## src/sv/vap_pkg.sv

```systemverilog
// Shared types, codes and helper functions for the video RAM access port.
package vap_pkg;

    // Video RAM geometry (word count must stay a power of two)
    localparam int RAM_WORDS = 32768;
    localparam int RAM_AW    = $clog2(RAM_WORDS);
    localparam int WORD_W    = 16;

    // Configuration port geometry
    localparam int CFG_IW = 2;
    localparam int CFG_DW = 2;

    // Bus operation codes
    typedef enum logic [2:0] {
        OP_ADDR_LO  = 3'd0,
        OP_ADDR_HI  = 3'd1,
        OP_WRITE_LO = 3'd2,
        OP_WRITE_HI = 3'd3,
        OP_READ_LO  = 3'd4,
        OP_READ_HI  = 3'd5
    } t_op;

    // Configuration register indexes
    typedef enum logic [CFG_IW-1:0] {
        CFG_INC_HIGH = 2'd0,
        CFG_REMAP    = 2'd1,
        CFG_INC_SEL  = 2'd2,
        CFG_BLANK    = 2'd3
    } t_cfg_index;

    // Address remap modes
    localparam logic [1:0] REMAP_NONE = 2'd0;
    localparam logic [1:0] REMAP_8    = 2'd1;
    localparam logic [1:0] REMAP_9    = 2'd2;
    localparam logic [1:0] REMAP_10   = 2'd3;

    // Address step selections
    localparam logic [1:0] STEP_1       = 2'd0;
    localparam logic [1:0] STEP_32      = 2'd1;
    localparam logic [1:0] STEP_128     = 2'd2;
    localparam logic [1:0] STEP_128_ALT = 2'd3;

    // Input word
    typedef struct packed {
        logic [2:0] operation;
        logic [7:0] data_byte;
        logic       in_visible_lines;
    } t_in_word;

    // Result word
    typedef struct packed {
        logic [7:0] read_byte;
        logic       write_done;
    } t_out_word;

    // Controller states
    typedef enum logic [1:0] {
        ST_CLEAR,
        ST_IDLE,
        ST_READ,
        ST_UPDATE
    } t_state;

    // Controller to datapath
    typedef struct packed {
        logic accept;
        logic update;
        logic clear;
    } t_cmd;

    // Datapath to controller
    typedef struct packed {
        logic need_ram;
        logic clear_last;
        logic out_blocked;
    } t_status;

    // Rotate the low address bits by the selected remap
    function automatic logic [WORD_W-1:0] remap_addr(input logic [WORD_W-1:0] a,
                                                     input logic [1:0] mode);
        logic [WORD_W-1:0] r;
        unique case (mode)
            REMAP_8:  r = {a[15:8],  a[4:0], a[7:5]};
            REMAP_9:  r = {a[15:9],  a[5:0], a[8:6]};
            REMAP_10: r = {a[15:10], a[6:0], a[9:7]};
            default:  r = a;
        endcase
        return r;
    endfunction

    // Address step for the selected increment
    function automatic logic [WORD_W-1:0] step_size(input logic [1:0] sel);
        logic [WORD_W-1:0] s;
        case (sel)
            STEP_1:  s = 16'd1;
            STEP_32: s = 16'd32;
            default: s = 16'd128;
        endcase
        return s;
    endfunction

endpackage

```

## src/sv/vap_ctrl.sv

```systemverilog
// Controller state machine: clearing pass, word accept and RAM access sequencing.
module vap_ctrl (
    input  logic             i_clk,
    input  logic             i_rst_n,
    input  logic             i_in_valid,
    input  vap_pkg::t_status i_status,
    output logic             o_in_stall,
    output vap_pkg::t_cmd    o_cmd
);

    vap_pkg::t_state r_state;
    vap_pkg::t_state n_state;

    // State register
    always_ff @(posedge i_clk) begin
        if (!i_rst_n) begin
            r_state <= vap_pkg::ST_CLEAR;
        end else begin
            r_state <= n_state;
        end
    end

    // Next state and commands
    always_comb begin
        n_state      = r_state;
        o_cmd        = '0;
        o_in_stall   = 1'b1;
        unique case (r_state)
            vap_pkg::ST_CLEAR: begin
                o_cmd.clear = 1'b1;
                if (i_status.clear_last) begin
                    n_state = vap_pkg::ST_IDLE;
                end
            end
            vap_pkg::ST_IDLE: begin
                o_in_stall = i_status.out_blocked;
                if (i_in_valid && !i_status.out_blocked) begin
                    o_cmd.accept = 1'b1;
                    if (i_status.need_ram) begin
                        n_state = vap_pkg::ST_READ;
                    end
                end
            end
            vap_pkg::ST_READ: begin
                n_state = vap_pkg::ST_UPDATE;
            end
            vap_pkg::ST_UPDATE: begin
                o_cmd.update = 1'b1;
                n_state      = vap_pkg::ST_IDLE;
            end
            default: begin
                n_state = vap_pkg::ST_IDLE;
            end
        endcase
    end

endmodule

```

## config.mk

```make
export PLATFORM = sky130hd
export DESIGN_NAME = vap_ctrl
export DESIGN_NICKNAME = d
export VERILOG_FILES = /design/src/sv/vap_pkg.sv /design/src/sv/vap_ctrl.sv
export SDC_FILE = /design/constraint.sdc
export NUM_CORES = 1
export LEC_CHECK = 0
export ABC_AREA = 1
export BUFFER_PORTS_ARGS = -buffer_cell sky130_fd_sc_hd__clkbuf_2
export CAP_MARGIN = 10
export CELL_PAD_IN_SITES_DETAIL_PLACEMENT = 0
export CELL_PAD_IN_SITES_GLOBAL_PLACEMENT = 1
export CORE_AREA = 2 2 39 41
export DETAILED_ROUTE_END_ITERATION = 7
export DIE_AREA = 0 0 41 43
export GPL_TIMING_DRIVEN = 0
export PLACE_DENSITY_LB_ADDON = 0.1
export SYNTH_ARGS = -nofsm -noshare
export SYNTH_HDL_FRONTEND = slang
export SYNTH_SLANG_ARGS = --single-unit
```

## constraint.sdc

```tcl
create_clock -name i_clk -period 2.7 [get_ports i_clk]
set_clock_uncertainty 0.15 [all_clocks]
set_input_delay 0.135 -clock i_clk [delete_from_list [all_inputs] [get_ports i_clk]]
set_output_delay 0.135 -clock i_clk [all_outputs]
set_load 0.02 [all_outputs]
```

==> flow_summary.yaml <==
floorplan:
  core_um2: 1384
  fp.dieArea_um2: 1763
  start_util_pct: 12.84
  io_pins: 10
  die_y_um: 43
  rows: 14
  die_x_um: 41
placed_design:
  gp_congestion: 0.6896
  port_buffers: 9
  placed_cell_area_um2: 242.7
  dp.cells: 50
  post-dp-hpwl_um: 307.1
finish:
  nets: 50
  regMostFlops: "r_state"
  antenna_cells: 0
  reg_top3: "r_state: 2 flops"
  area_growth_pct: 54.93
  largest_reg_flops: 2
  drive_above_1_share_pct: 39.47
  final_cell_area_um2: 275.3
  final_cells: 54
global_routing:
  grt_max_degree: 6
  grt_antenna_before_repair: 0
  grt_pass1_vias: 160
  grt_overflow: 0
  grt_first_pass_wirelength_um: 607
  grt_use_total_pct: 5.611
sta:
  fmax_ghz: 0.6970
  slew_headroom_pct: 88.42
  fin_hold_ws_ps: 146.6
  rsz0062_at_grt: "false"
  final_hold_viol_count: 0
  finalCritPeriodShare_pct: 53.14
  tightestPinTransition_ps: 173.4
  period_minus_slack_ps: 1435
  fin_setup_tns_ps: 0
  drv_slew: 0
  setup_viol: 0
synth:
  syn_nets: 35
  postSynthCellCount: 25
  async_reset_ff_share_pct: 0
  synth_ff_type: "dfxtp_1"
  synth.top_cell.area_share_pct: 28.17
  syn_area_um2: 177.7
  avgSynthCellArea_um2: 7.107
  synthTopCellsByCount: "inv_1, ha_1, nand2_1, nor2_1"
  synth_cell_types: 9
  ys_warn_count: 0
  synth_top_area_cell: "ha_1"
  yosysMostFrequentCell: "inv_1"
  synth_area_leaders: "ha_1, dfxtp_1, inv_1"
  synth_edf_count: 0
  ys_ff_latch: 2
  ys_seq_area_share_pct: 22.54
clock_tree:
  cts.sinks: 2
  clock_path_buffers: 2
  clock_latency_ps: 220
  ctsHtreeMaxLevel: 1
  cts.clk_slew.worst_paths_ps: 30
  cts_buffers: 3
  cts_tree: "done"
  root_buffer: "clkbuf_4"
  ctsResizeCount: 0
worst_setup_path:
  path_cells: "inv_1 > ha_1 > nand2_1 > nor2_1 > clkbuf_2"
  crit_path_top_delay_cell: "dfxtp_1"
  max_stage_delay_ps: 310
  critical_path_peak_fanout: 3
  crit_type: "reg2out"
  end_kind: "output pin"
  cp_top_family: "flip-flops"
  setup.worst_path.start_class: "flip-flop"
  required_ps: 2410
  cp.arrival_ps: 1150
  crit_buf_inv: 2
route:
  wire_per_inst_um: 6.870
  vias_per_cell: 3.352
  drcViolationCount: 0
  routed-via-count: 181
  first_pass_iters: 1
  wl_um: 371
  ant_nets: 0
  first_iter_violations: 0
pwr:
  p_per_area_nw_per_um2: 970.9
  p_leak_nw: 0.1574
  ir_drop_mv: 0.2449
worst_hold_path:
  hold_path_class: "in2reg"
job:
  maxCapViolCount: 0
run_status:
  status: "finished, final reports clean"
layout make-up:
cell class | instances | area (µm²)
tap | 16 | 20.02
clock buffer | 3 | 22.52
sequential | 2 | 40.04
timing repair buffer | 10 | 55.05
fill | 168 | 1109
inverter | 6 | 22.52
multi-input combinational | 17 | 115.1
power by group:
part | total (mW) | switching (mW) | leakage (nW) | internal [mW]
clock | 0.0656 | 0.0166 | 0.0138 | 0.0490
sequential | 0.0569 | 0.0132 | 0.0167 | 0.0437
combinational | 0.145 | 0.0896 | 0.127 | 0.0551
cells by family (layout without fill, tap and decap cells):
| family | after synthesis | after routing | synth area share [%] |
|---|---|---|---|
| flip-flops | 2 | 2 | 22.54 |
| AO/OA/AOI/OAI | 2 | 2 | 5.634 |
| buffers and inverters | 6 | 19 | 12.68 |
| AND/OR/NAND/NOR | 11 | 11 | 30.98 |
| adder cells (fa/ha/maj) | 4 | 4 | 28.17 |
stage by stage:
| step | power, mW | setup slack, ps | util, % |
|---|---|---|---|
| CTS | 0.2764 | 1240 | 19.89 |
| global route | 0.2997 | 1169 | 19.89 |
| detailed placement | 0.2035 | 1474 | 17.54 |
| floorplan | 0.1678 | 1365 | - |
| global placement | 0.2045 | 1459 | 17.54 |
| finish | 0.2672 | 1265 | 19.89 |
final timing paths:
check / start / end / slack, ps / depth (start not counted)
setup / recovery: r_state[1] / o_cmd[2] / 1270 / 5
hold / removal: i_status[1] / r_state[1] / 150 / 5
setup reg to reg: r_state[0] / r_state[1] / 1480 / 6
hold reg to reg: r_state[1] / r_state[1] / 360 / 2
routing by layer:
metal	wire (µm)	GRT usage (%)	part of all wire (%)	vias up
met5	0	0	0	-
met4	0	8.000	0	0
met3	29	2.094	7.8	0
met2	197	6.563	53	4
met1	143	6.070	39	75
li1	-	-	-	102
what timing repair did:
| item | CTS | global route |
|---|---|---|
| hold endpoints to repair | 2 | 0 |
| setup endpoints to repair | 0 | 0 |
| hold buffers | 1 | 0 |
| setup buffers | 0 | 0 |
worst register-to-register path, delay by kind of cell, from the launching register on:
family / cells / cell delay [ps]
flip-flops: 1 / 390
adder cells (fa/ha/maj): 1 / 280
AND/OR/NAND/NOR: 3 / 160
buffers and inverters: 2 / 120
cell usage in the layout (no fill, tap or decap):
cell and count:
a21oi_1 2, clkbuf_2 9, clkbuf_4 3, dfxtp_1 2, dlygate4sd3_1 1, ha_1 4
inv_1 6, nand2_1 3, nand2_2 2, nand3_1 2, nand3_2 1, nor2_1 3
(Power assumes the default switching activity.)
